[src/design/rjfp_pkg.sv]
// Package for the RPC frame parser: word types, configuration set and codes.
// Used by every module of the parser; it depends on nothing else.
package rjfp_pkg;

    localparam int QUEUE_DEPTH = 2;
    localparam int CFG_INDEX_W = 3;
    localparam int CFG_DATA_W  = 16;
    localparam int COUNT_W     = 16;
    localparam int POS_W       = 4;

    localparam logic [7:0] CH_OPEN  = 8'h5B;
    localparam logic [7:0] CH_CLOSE = 8'h5D;
    localparam logic [7:0] CH_QUOTE = 8'h22;
    localparam logic [7:0] CH_COMMA = 8'h2C;

    localparam logic [POS_W-1:0] POS_SAT   = 4'd9;
    localparam logic [POS_W-1:0] POS_SHORT = 4'd8;

    localparam logic [CFG_INDEX_W-1:0] REG_CALL_CHAR   = 3'd0;
    localparam logic [CFG_INDEX_W-1:0] REG_RESULT_CHAR = 3'd1;
    localparam logic [CFG_INDEX_W-1:0] REG_ERROR_CHAR  = 3'd2;
    localparam logic [CFG_INDEX_W-1:0] REG_MAX_ID      = 3'd3;
    localparam logic [CFG_INDEX_W-1:0] REG_MAX_ACTION  = 3'd4;
    localparam logic [CFG_INDEX_W-1:0] REG_MAX_PAYLOAD = 3'd5;

    localparam logic [1:0] FLD_NONE    = 2'd0;
    localparam logic [1:0] FLD_ID      = 2'd1;
    localparam logic [1:0] FLD_ACTION  = 2'd2;
    localparam logic [1:0] FLD_PAYLOAD = 2'd3;

    localparam logic [1:0] KIND_UNKNOWN = 2'd0;
    localparam logic [1:0] KIND_CALL    = 2'd1;
    localparam logic [1:0] KIND_RESULT  = 2'd2;
    localparam logic [1:0] KIND_ERROR   = 2'd3;

    localparam logic [1:0] PH_QUOTE  = 2'd0;
    localparam logic [1:0] PH_STRING = 2'd1;
    localparam logic [1:0] PH_DELIM  = 2'd2;
    localparam logic [1:0] PH_STOP   = 2'd3;

    localparam logic [3:0] ST_OK         = 4'd0;
    localparam logic [3:0] ST_SHORT      = 4'd1;
    localparam logic [3:0] ST_BAD_OPEN   = 4'd2;
    localparam logic [3:0] ST_BAD_TYPE   = 4'd3;
    localparam logic [3:0] ST_COMMA      = 4'd4;
    localparam logic [3:0] ST_QUOTE      = 4'd5;
    localparam logic [3:0] ST_ID_LONG    = 4'd6;
    localparam logic [3:0] ST_DELIMITER  = 4'd7;
    localparam logic [3:0] ST_NO_PAYLOAD = 4'd8;
    localparam logic [3:0] ST_BAD_CLOSE  = 4'd9;

    typedef struct packed {
        logic [7:0] data_byte;
        logic       first_of_message;
        logic       last_of_message;
    } in_word_t;

    typedef struct packed {
        logic       char_valid;
        logic [1:0] field_kind;
        logic [7:0] char_value;
        logic       field_done;
        logic       end_of_message;
        logic [1:0] message_kind;
        logic [3:0] status;
    } out_word_t;

    typedef struct packed {
        logic [7:0] data_byte;
        logic       first;
        logic       last;
        logic       is_open;
        logic       is_close;
        logic       is_quote;
        logic       is_comma;
        logic [1:0] type_kind;
    } item_t;

    typedef struct packed {
        logic [7:0]         call_type_char;
        logic [7:0]         result_type_char;
        logic [7:0]         error_type_char;
        logic [7:0]         max_id_length;
        logic [7:0]         max_action_length;
        logic [COUNT_W-1:0] max_payload_length;
    } cfg_t;

endpackage

[src/design/rpc_json_frame_parser_top.sv]
// Top level of the RPC frame parser for frames of the form [type,"id","action",payload].
// Holds the configuration registers and joins rjfp_front, rjfp_queue and rjfp_back.
//
// Usage: message words enter on s_valid/s_ready/s_data, one byte per word with its
// first and last flags. Each accepted word yields exactly one result word on
// m_valid/m_ready/m_data: a tagged field character, a field end, or, for the last
// word, the message kind and final status. Configuration is written through
// cfg_valid/cfg_ready/cfg_index/cfg_data while no message is in flight; cfg_ready
// is always high and indexes beyond the register list are ignored.
// An accepted input word passes through the classifier register, the queue, and the
// output register of the state machine, in that order, before it shows on m_valid.
// Throughput is one word per cycle while m_ready holds high, set by the state update
// of the back stage. When the receiver stalls, the output register holds, the queue fills,
// and s_ready falls once the classifier register cannot drain; no word is lost.
// Reset is synchronous and active low: it empties the queue, clears the parse
// state, and loads the configuration registers with their default values.
module rpc_json_frame_parser_top #(
    parameter int QUEUE_DEPTH = rjfp_pkg::QUEUE_DEPTH
) (
    input  logic                                aclk,
    input  logic                                aresetn,
    input  logic                                s_valid,
    output logic                                s_ready,
    input  rjfp_pkg::in_word_t                  s_data,
    output logic                                m_valid,
    input  logic                                m_ready,
    output rjfp_pkg::out_word_t                 m_data,
    input  logic                                cfg_valid,
    output logic                                cfg_ready,
    input  logic [rjfp_pkg::CFG_INDEX_W-1:0]    cfg_index,
    input  logic [rjfp_pkg::CFG_DATA_W-1:0]     cfg_data
);

    rjfp_pkg::cfg_t  cfg_reg;
    logic            push_valid;
    logic            push_ready;
    rjfp_pkg::item_t push_item;
    logic            rd_valid;
    logic            rd_ready;
    rjfp_pkg::item_t rd_item;

    assign cfg_ready = 1'b1;

    always_ff @(posedge aclk) begin
        if (!aresetn) begin
            cfg_reg.call_type_char     <= 8'd50;
            cfg_reg.result_type_char   <= 8'd51;
            cfg_reg.error_type_char    <= 8'd52;
            cfg_reg.max_id_length      <= 8'd36;
            cfg_reg.max_action_length  <= 8'd128;
            cfg_reg.max_payload_length <= 16'd255;
        end else if (cfg_valid && cfg_ready) begin
            unique case (cfg_index)
                rjfp_pkg::REG_CALL_CHAR:   cfg_reg.call_type_char    <= cfg_data[7:0];
                rjfp_pkg::REG_RESULT_CHAR: cfg_reg.result_type_char  <= cfg_data[7:0];
                rjfp_pkg::REG_ERROR_CHAR:  cfg_reg.error_type_char   <= cfg_data[7:0];
                rjfp_pkg::REG_MAX_ID:      cfg_reg.max_id_length     <= cfg_data[7:0];
                rjfp_pkg::REG_MAX_ACTION:  cfg_reg.max_action_length <= cfg_data[7:0];
                rjfp_pkg::REG_MAX_PAYLOAD: cfg_reg.max_payload_length <= cfg_data;
                default: ;
            endcase
        end
    end

    rjfp_front u_front (
        .aclk       (aclk),
        .aresetn    (aresetn),
        .cfg        (cfg_reg),
        .s_valid    (s_valid),
        .s_ready    (s_ready),
        .s_data     (s_data),
        .push_valid (push_valid),
        .push_ready (push_ready),
        .push_item  (push_item)
    );

    rjfp_queue #(
        .DEPTH (QUEUE_DEPTH)
    ) u_queue (
        .aclk     (aclk),
        .aresetn  (aresetn),
        .wr_valid (push_valid),
        .wr_ready (push_ready),
        .wr_item  (push_item),
        .rd_valid (rd_valid),
        .rd_ready (rd_ready),
        .rd_item  (rd_item)
    );

    rjfp_back u_back (
        .aclk     (aclk),
        .aresetn  (aresetn),
        .cfg      (cfg_reg),
        .rd_valid (rd_valid),
        .rd_ready (rd_ready),
        .rd_item  (rd_item),
        .m_valid  (m_valid),
        .m_ready  (m_ready),
        .m_data   (m_data)
    );

endmodule

[src/design/rjfp_front.sv]
// Front stage of the RPC frame parser: accepts input words and classifies them.
// Depends on rjfp_pkg; feeds rjfp_queue.
module rjfp_front (
    input  logic              aclk,
    input  logic              aresetn,
    input  rjfp_pkg::cfg_t    cfg,
    input  logic              s_valid,
    output logic              s_ready,
    input  rjfp_pkg::in_word_t s_data,
    output logic              push_valid,
    input  logic              push_ready,
    output rjfp_pkg::item_t   push_item
);

    logic            valid_reg;
    rjfp_pkg::item_t item_reg;
    rjfp_pkg::item_t item_next;

    assign s_ready    = !valid_reg || push_ready;
    assign push_valid = valid_reg;
    assign push_item  = item_reg;

    always_comb begin
        item_next.data_byte = s_data.data_byte;
        item_next.first     = s_data.first_of_message;
        item_next.last      = s_data.last_of_message;
        item_next.is_open   = (s_data.data_byte == rjfp_pkg::CH_OPEN);
        item_next.is_close  = (s_data.data_byte == rjfp_pkg::CH_CLOSE);
        item_next.is_quote  = (s_data.data_byte == rjfp_pkg::CH_QUOTE);
        item_next.is_comma  = (s_data.data_byte == rjfp_pkg::CH_COMMA);
        priority if (s_data.data_byte == cfg.call_type_char) begin
            item_next.type_kind = rjfp_pkg::KIND_CALL;
        end else if (s_data.data_byte == cfg.result_type_char) begin
            item_next.type_kind = rjfp_pkg::KIND_RESULT;
        end else if (s_data.data_byte == cfg.error_type_char) begin
            item_next.type_kind = rjfp_pkg::KIND_ERROR;
        end else begin
            item_next.type_kind = rjfp_pkg::KIND_UNKNOWN;
        end
    end

    always_ff @(posedge aclk) begin
        if (!aresetn) begin
            valid_reg <= 1'b0;
        end else if (s_ready) begin
            valid_reg <= s_valid;
        end
        if (s_valid && s_ready) begin
            item_reg <= item_next;
        end
    end

endmodule

[src/design/rjfp_queue.sv]
// Short queue of classified words between the front and back of the parser.
// Depends on rjfp_pkg.
module rjfp_queue #(
    parameter int DEPTH = rjfp_pkg::QUEUE_DEPTH
) (
    input  logic            aclk,
    input  logic            aresetn,
    input  logic            wr_valid,
    output logic            wr_ready,
    input  rjfp_pkg::item_t wr_item,
    output logic            rd_valid,
    input  logic            rd_ready,
    output rjfp_pkg::item_t rd_item
);

    localparam int PTR_W = (DEPTH > 1) ? $clog2(DEPTH) : 1;
    localparam int CNT_W = $clog2(DEPTH + 1);
    localparam logic [PTR_W-1:0] LAST_PTR = PTR_W'(DEPTH - 1);
    localparam logic [CNT_W-1:0] FULL_CNT = CNT_W'(DEPTH);

    rjfp_pkg::item_t  mem [DEPTH];
    logic [PTR_W-1:0] wr_ptr_reg;
    logic [PTR_W-1:0] rd_ptr_reg;
    logic [CNT_W-1:0] count_reg;
    logic             do_wr;
    logic             do_rd;

    assign wr_ready = (count_reg != FULL_CNT);
    assign rd_valid = (count_reg != '0);
    assign rd_item  = mem[rd_ptr_reg];
    assign do_wr    = wr_valid && wr_ready;
    assign do_rd    = rd_valid && rd_ready;

    always_ff @(posedge aclk) begin
        if (!aresetn) begin
            wr_ptr_reg <= '0;
            rd_ptr_reg <= '0;
            count_reg  <= '0;
        end else begin
            if (do_wr) begin
                wr_ptr_reg <= (wr_ptr_reg == LAST_PTR) ? '0 : wr_ptr_reg + 1'b1;
            end
            if (do_rd) begin
                rd_ptr_reg <= (rd_ptr_reg == LAST_PTR) ? '0 : rd_ptr_reg + 1'b1;
            end
            if (do_wr && !do_rd) begin
                count_reg <= count_reg + 1'b1;
            end else if (do_rd && !do_wr) begin
                count_reg <= count_reg - 1'b1;
            end
        end
        if (do_wr) begin
            mem[wr_ptr_reg] <= wr_item;
        end
    end

endmodule

[src/design/rjfp_back.sv]
// Back stage of the RPC frame parser: frame state machine and output register.
// Depends on rjfp_pkg; takes words from rjfp_queue.
module rjfp_back (
    input  logic               aclk,
    input  logic               aresetn,
    input  rjfp_pkg::cfg_t     cfg,
    input  logic               rd_valid,
    output logic               rd_ready,
    input  rjfp_pkg::item_t    rd_item,
    output logic               m_valid,
    input  logic               m_ready,
    output rjfp_pkg::out_word_t m_data
);

    localparam int CW = rjfp_pkg::COUNT_W;
    localparam int PW = rjfp_pkg::POS_W;

    logic [PW-1:0] pos_reg, pos_next, e_pos;
    logic [1:0]    phase_reg, phase_next, e_phase;
    logic [1:0]    field_reg, field_next, e_field;
    logic [CW-1:0] count_reg, count_next, e_count;
    logic [1:0]    kind_reg, kind_next, e_kind;
    logic [3:0]    err_reg, err_next, e_err;
    logic          inpay_reg, inpay_next, e_inpay;
    logic [CW-1:0] limit;
    logic          pop;
    logic          out_valid_reg;
    rjfp_pkg::out_word_t out_reg, out_next;

    assign rd_ready = !out_valid_reg || m_ready;
    assign pop      = rd_valid && rd_ready;
    assign m_valid  = out_valid_reg;
    assign m_data   = out_reg;

    always_comb begin
        if (rd_item.first) begin
            e_pos   = '0;
            e_phase = rjfp_pkg::PH_QUOTE;
            e_field = rjfp_pkg::FLD_ID;
            e_count = '0;
            e_kind  = rjfp_pkg::KIND_UNKNOWN;
            e_err   = rjfp_pkg::ST_OK;
            e_inpay = 1'b0;
        end else begin
            e_pos   = pos_reg;
            e_phase = phase_reg;
            e_field = field_reg;
            e_count = count_reg;
            e_kind  = kind_reg;
            e_err   = err_reg;
            e_inpay = inpay_reg;
        end

        unique case (e_field)
            rjfp_pkg::FLD_ID:     limit = CW'(cfg.max_id_length);
            rjfp_pkg::FLD_ACTION: limit = CW'(cfg.max_action_length);
            default:              limit = '0;
        endcase

        pos_next   = e_pos;
        phase_next = e_phase;
        field_next = e_field;
        count_next = e_count;
        kind_next  = e_kind;
        err_next   = e_err;
        inpay_next = e_inpay;
        out_next   = '0;

        if (rd_item.last) begin
            out_next.end_of_message = 1'b1;
            out_next.message_kind   = e_kind;
            priority if (e_pos < rjfp_pkg::POS_SHORT) begin
                out_next.status = rjfp_pkg::ST_SHORT;
            end else if (e_err == rjfp_pkg::ST_BAD_OPEN) begin
                out_next.status = rjfp_pkg::ST_BAD_OPEN;
            end else if (!rd_item.is_close) begin
                out_next.status = rjfp_pkg::ST_BAD_CLOSE;
            end else if (e_err != rjfp_pkg::ST_OK) begin
                out_next.status = e_err;
            end else if (e_field != rjfp_pkg::FLD_PAYLOAD) begin
                out_next.status = rjfp_pkg::ST_NO_PAYLOAD;
            end else begin
                out_next.status = rjfp_pkg::ST_OK;
            end
            pos_next   = '0;
            phase_next = rjfp_pkg::PH_QUOTE;
            field_next = rjfp_pkg::FLD_ID;
            count_next = '0;
            kind_next  = rjfp_pkg::KIND_UNKNOWN;
            err_next   = rjfp_pkg::ST_OK;
            inpay_next = 1'b0;
        end else begin
            priority if (e_err != rjfp_pkg::ST_OK) begin
                err_next = e_err;
            end else if (e_pos == PW'(0)) begin
                if (!rd_item.is_open) begin
                    err_next = rjfp_pkg::ST_BAD_OPEN;
                end
            end else if (e_pos == PW'(1)) begin
                if (rd_item.type_kind == rjfp_pkg::KIND_UNKNOWN) begin
                    err_next = rjfp_pkg::ST_BAD_TYPE;
                end else begin
                    kind_next = rd_item.type_kind;
                end
            end else if (e_pos == PW'(2)) begin
                if (!rd_item.is_comma) begin
                    err_next = rjfp_pkg::ST_COMMA;
                end else begin
                    field_next = rjfp_pkg::FLD_ID;
                    count_next = '0;
                    phase_next = rjfp_pkg::PH_QUOTE;
                end
            end else if (e_inpay) begin
                if (e_count < cfg.max_payload_length) begin
                    count_next            = e_count + CW'(1);
                    out_next.char_valid   = 1'b1;
                    out_next.field_kind   = rjfp_pkg::FLD_PAYLOAD;
                    out_next.char_value   = rd_item.data_byte;
                end
            end else if (e_phase == rjfp_pkg::PH_QUOTE) begin
                if (!rd_item.is_quote) begin
                    err_next = rjfp_pkg::ST_QUOTE;
                end else begin
                    phase_next = rjfp_pkg::PH_STRING;
                end
            end else if (e_phase == rjfp_pkg::PH_STRING) begin
                if (rd_item.is_quote) begin
                    out_next.field_done = 1'b1;
                    out_next.field_kind = e_field;
                    phase_next          = rjfp_pkg::PH_DELIM;
                    if (e_kind != rjfp_pkg::KIND_ERROR) begin
                        count_next = '0;
                        if (e_kind == rjfp_pkg::KIND_CALL
                                && e_field == rjfp_pkg::FLD_ID) begin
                            field_next = rjfp_pkg::FLD_ACTION;
                        end else if (e_kind == rjfp_pkg::KIND_CALL
                                && e_field == rjfp_pkg::FLD_ACTION) begin
                            field_next = rjfp_pkg::FLD_PAYLOAD;
                        end else if (e_kind == rjfp_pkg::KIND_RESULT
                                && e_field == rjfp_pkg::FLD_ID) begin
                            field_next = rjfp_pkg::FLD_PAYLOAD;
                        end else begin
                            field_next = rjfp_pkg::FLD_NONE;
                        end
                    end
                end else if (e_count < limit) begin
                    count_next          = e_count + CW'(1);
                    out_next.char_valid = 1'b1;
                    out_next.field_kind = e_field;
                    out_next.char_value = rd_item.data_byte;
                end else if (e_field == rjfp_pkg::FLD_ID) begin
                    err_next = rjfp_pkg::ST_ID_LONG;
                end
            end else if (e_phase == rjfp_pkg::PH_DELIM) begin
                priority if (!rd_item.is_comma) begin
                    err_next = rjfp_pkg::ST_DELIMITER;
                end else if (e_field == rjfp_pkg::FLD_PAYLOAD) begin
                    inpay_next = 1'b1;
                end else if (e_field == rjfp_pkg::FLD_NONE) begin
                    phase_next = rjfp_pkg::PH_STOP;
                end else begin
                    phase_next = rjfp_pkg::PH_QUOTE;
                end
            end else begin
                phase_next = e_phase;
            end
            if (e_pos < rjfp_pkg::POS_SAT) begin
                pos_next = e_pos + PW'(1);
            end
        end
    end

    always_ff @(posedge aclk) begin
        if (!aresetn) begin
            pos_reg       <= '0;
            phase_reg     <= rjfp_pkg::PH_QUOTE;
            field_reg     <= rjfp_pkg::FLD_ID;
            count_reg     <= '0;
            kind_reg      <= rjfp_pkg::KIND_UNKNOWN;
            err_reg       <= rjfp_pkg::ST_OK;
            inpay_reg     <= 1'b0;
            out_valid_reg <= 1'b0;
        end else begin
            if (pop) begin
                pos_reg   <= pos_next;
                phase_reg <= phase_next;
                field_reg <= field_next;
                count_reg <= count_next;
                kind_reg  <= kind_next;
                err_reg   <= err_next;
                inpay_reg <= inpay_next;
            end
            if (rd_ready) begin
                out_valid_reg <= rd_valid;
            end
        end
        if (pop) begin
            out_reg <= out_next;
        end
    end

    a_pos_saturates: assert property (@(posedge aclk) disable iff (!aresetn)
        pos_reg <= rjfp_pkg::POS_SAT)
        else $error("byte position ran past its saturation value");

    a_status_only_at_end: assert property (@(posedge aclk) disable iff (!aresetn)
        (out_valid_reg && !out_reg.end_of_message) |->
            (out_reg.status == rjfp_pkg::ST_OK
             && out_reg.message_kind == rjfp_pkg::KIND_UNKNOWN))
        else $error("status or message kind reported before the last word");

    a_no_char_at_end: assert property (@(posedge aclk) disable iff (!aresetn)
        (out_valid_reg && out_reg.end_of_message) |->
            (!out_reg.char_valid && !out_reg.field_done))
        else $error("last word reported as a field character");

    a_restart_after_last: assert property (@(posedge aclk) disable iff (!aresetn)
        (pop && rd_item.last) |=>
            (pos_reg == '0 && err_reg == rjfp_pkg::ST_OK && !inpay_reg))
        else $error("parser state not restarted after the last word");

    a_payload_field: assert property (@(posedge aclk) disable iff (!aresetn)
        inpay_reg |-> (field_reg == rjfp_pkg::FLD_PAYLOAD))
        else $error("payload scan active outside the payload field");

endmodule

[config.mk]
export PLATFORM = sky130hd
export DESIGN_NAME = rpc_json_frame_parser_top
export DESIGN_NICKNAME = d
export VERILOG_FILES = /design/src/design/rjfp_pkg.sv /design/src/design/rpc_json_frame_parser_top.sv /design/src/design/rjfp_front.sv /design/src/design/rjfp_queue.sv /design/src/design/rjfp_back.sv
export SDC_FILE = /design/constraint.sdc
export NUM_CORES = 1
export LEC_CHECK = 0
export BUFFER_PORTS_ARGS = -buffer_cell sky130_fd_sc_hd__buf_2
export CAP_MARGIN = 20
export CORE_ASPECT_RATIO = 1.75
export CORE_UTILIZATION = 50
export DETAILED_ROUTE_END_ITERATION = 16
export PLACE_DENSITY_LB_ADDON = 0.2
export SLEW_MARGIN = 25
export SYNTH_ARGS = -nofsm -noshare
export SYNTH_HDL_FRONTEND = slang
export SYNTH_HIERARCHICAL = 1
export SYNTH_SLANG_ARGS = --single-unit
[constraint.sdc]
create_clock -name aclk -period 6 [get_ports aclk]
set_input_delay 0.3 -clock aclk [delete_from_list [all_inputs] [get_ports aclk]]
set_output_delay 0.3 -clock aclk [all_outputs]
set_load 0.005 [all_outputs]
==> flow_metrics.py <==
metrics = {
    "floorplan": {
        "start_util_pct": 51.3,
        "fp.dieW_um": 105,
        "die_area_sq_mm": 0.0191,
        "die_y_um": 182,
        "ios": 56,
        "fp.coreArea_sq_mm": 0.0181,
        "rows": 65,
    },
    "worst_setup_path": {
        "cp.depth": 13,
        "crit_path_max_incr_delay_ps": 630,
        "worstSetupPathType": "reg -> reg",
        "endpoint": "u_back/count_reg[13]",
        "crit_buf_inv": 2,
        "worstPathArrival_ps": 4860,
        "ff2ff_path_depth": 13,
        "worst_setup_path_end_kind": "flip-flop",
        "crit_path_frequent_cell": "o21ai_0",
        "slowest_stage": "mux2_2",
        "r2r_slack_ps": 1480,
        "crit_chain": "buf_4, mux2_2, inv_1, and2_1, a22oi_1, ha_1, and4_1, o2111ai_1, o21ai_0, nor2_1, o21ai_0, o211ai_1, a311oi_1",
        "rr_endpoint": "u_back/count_reg[13]",
        "required_ps": 6340,
        "crit_fanout": 33,
        "cp-start-kind": "flip-flop",
        "cp_top_family": "compound AO/OA/AOI/OAI gates",
    },
    "cts": {
        "clk_path_buf_depth": 2,
        "htree_levels": 4,
        "clock_latency_ps": 440,
        "numCtsBuffers": 17,
        "cts_tree": "yes",
        "postCtsSetupBuffers": 0,
        "cts_num_sinks": 161,
        "ctsResizeCount": 0,
        "cts-root-buf": "clkbuf_16",
        "clk_pin_slew_worst_paths_ps": 70,
        "holdBufCountCts": 0,
    },
    "grt": {
        "grt_pass1_wl_mm": 40.0,
        "antenna_found_initial": 0,
        "grt_pass1_vias": 7504,
        "grt_use_total_pct": 27.3,
        "grt-ovfl-total": 0,
        "grt_max_degree": 81,
    },
    "layout": {
        "finalNonFillerCells": 1268,
        "nets": 1084,
        "syn2layout_area_growth_pct": 10.8,
        "layout_commonest_cell": "nand2_1",
        "layout-drive-gt1-share_pct": 13.5,
        "final_cell_mix": "nand2_1, dfxtp_1, edfxtp_1, mux2i_1",
        "fin_area_sq_mm": 0.0103,
        "n_fill_cell": 1665,
        "num_antenna_cells": 0,
        "largest_register_ffs": 56,
    },
    "timing": {
        "max_freq_mhz": 221,
        "rsz0062_at_grt": "no",
        "slew_headroom_pct": 30.9,
        "hold_violations": 0,
        "slew_viol_final": 0,
        "finalClockSkew_ps": 14.2,
        "layout_min_cycle_time_ps": 4520,
        "fin_crit_sh_pct": 75.3,
        "setup_tns_ps": 0,
        "final-setup-viol-count": 0,
        "worst_slew_pin_slew_ps": 1020,
    },
    "synth": {
        "syn_nets": 1058,
        "synth_cell_types": 87,
        "seq_area_frac_synth_pct": 42.1,
        "yosysWarnings": 6,
        "synth-main-ff-cell": "dfxtp_1",
        "synth_edf_count": 67,
        "synth-seq-cells": 161,
        "async_flop_share_pct": 0,
        "synth_area_per_cell_sq_um": 9.30,
        "syn_inst": 995,
        "syn_area_sq_mm": 0.00926,
    },
    "placement": {
        "place_hpwl_mm": 18.0,
        "placed_cells": 1236,
        "gp_congestion": 0.977,
        "portBuffers": 54,
        "placed_area_sq_mm": 0.00966,
    },
    "routing": {
        "drt_first_pass_iters": 6,
        "ant_nets": 0,
        "vias": 7739,
        "first_iter_violations": 800,
        "routedWlPerCell_um": 19.8,
        "drcViolationCount": 0,
        "drt_wl_total_mm": 25.1,
        "vias_per_cell": 6.10,
    },
    "pwr": {
        "p_total_mw": 3.15,
        "ir_drop_uv": 218,
        "p_leak_nw": 4.04,
        "powerDensity_mw_per_mm2": 308,
    },
    "hold_path": {
        "hp-class": "in -> reg",
    },
    "flow_run": {
        "maxCapViolations": 0,
    },
    "status": {
        "status": "completed",
    },
}
## kinds of logic after synthesis
logic type                 synth area share, %
adders and majority gates                 3.92
muxes                                     8.45
buffers and inverters                     4.53
AOI/OAI and AO/OA                         15.9
DFF                                       42.1
and+or+nand+nor                           21.5
xor gates and xnor gates                  3.60
other                                   0.0405
## final cells by class
cell class | instances | area (sq um) | share of cell area, %
inverters | 42 | 158 | 1.54
clock inverters | 15 | 166 | 1.62
well taps | 234 | 293 | 2.86
flip-flops and latches | 161 | 3890 | 38.0
multi-input cells | 733 | 4960 | 48.3
repair buffers | 66 | 360 | 3.51
clock buffers | 17 | 425 | 4.15
## worst register-to-register path, cell delays in order (launching register included)
cell and delay (ps):
dfxtp_1 310, buf_4 230, mux2_2 630, inv_1 350, and2_1 360, a22oi_1 150, ha_1 290, and4_1 210
o2111ai_1 110, o21ai_0 540, nor2_1 350, o21ai_0 490, o211ai_1 160, a311oi_1 260
## Yosys cell counts (all sizes together) (15+ instances only)
cell type / instances / area share (%)
o21ai: 56 / 3.0
nand3: 21 / 1.1
ha: 29 / 3.9
a21oi: 46 / 2.5
inv: 42 / 1.7
nor2: 52 / 2.1
a22oi: 15 / 1.4
and2: 25 / 1.7
xor2: 18 / 1.7
nor2b: 49 / 3.3
edfxtp: 67 / 22
dfxtp: 94 / 20
xnor2: 20 / 1.9
mux2i: 59 / 6.4
nand2: 121 / 4.9
nand4: 16 / 1.2
mux2: 17 / 2.1
clkbuf: 40 / 1.6
buf: 19 / 1.2
## through the flow
step	setup WS [ps]	utilization, %	hold slack (ps)
2_1_floorplan	1620	-	399
3_3_place_gp	1640	53.5	424
3_5_place_dp	1620	53.5	429
4_1_cts	1570	56.8	22.4
5_1_grt	1180	56.8	22.6
6_report	1480	56.8	42.5
## layer usage
layer	wire [um]	share of wire (%)	GRT usage, %	up-vias
met5	0	0	0	-
met4	1400	5.6	17.6	0
met3	1300	5.2	4.85	100
met2	12800	51	47.7	323
met1	9620	38	30.3	3643
li1	-	-	-	3673
## power by group
group          total, mW  switching, mW  internal [mW]
Sequential          1.30         0.0437           1.26
Combinational      0.781          0.520          0.261
Clock               1.07          0.511          0.557
## how the worst min path moves through the flow
stage | end | start | depth (start not counted)
3_5_place_dp | u_queue/mem[1][7] | u_front/push_item[7] | 0
3_3_place_gp | u_queue/mem[0][3] | u_front/push_item[3] | 0
2_1_floorplan | u_front/push_item[10] | s_data[4] | 0
5_1_grt | u_front/push_item[6] | s_data[0] | 1
4_1_cts | u_front/push_item[6] | s_data[0] | 1
6_report | u_front/push_item[6] | s_data[0] | 1
Power figures use the tool's default switching activity.
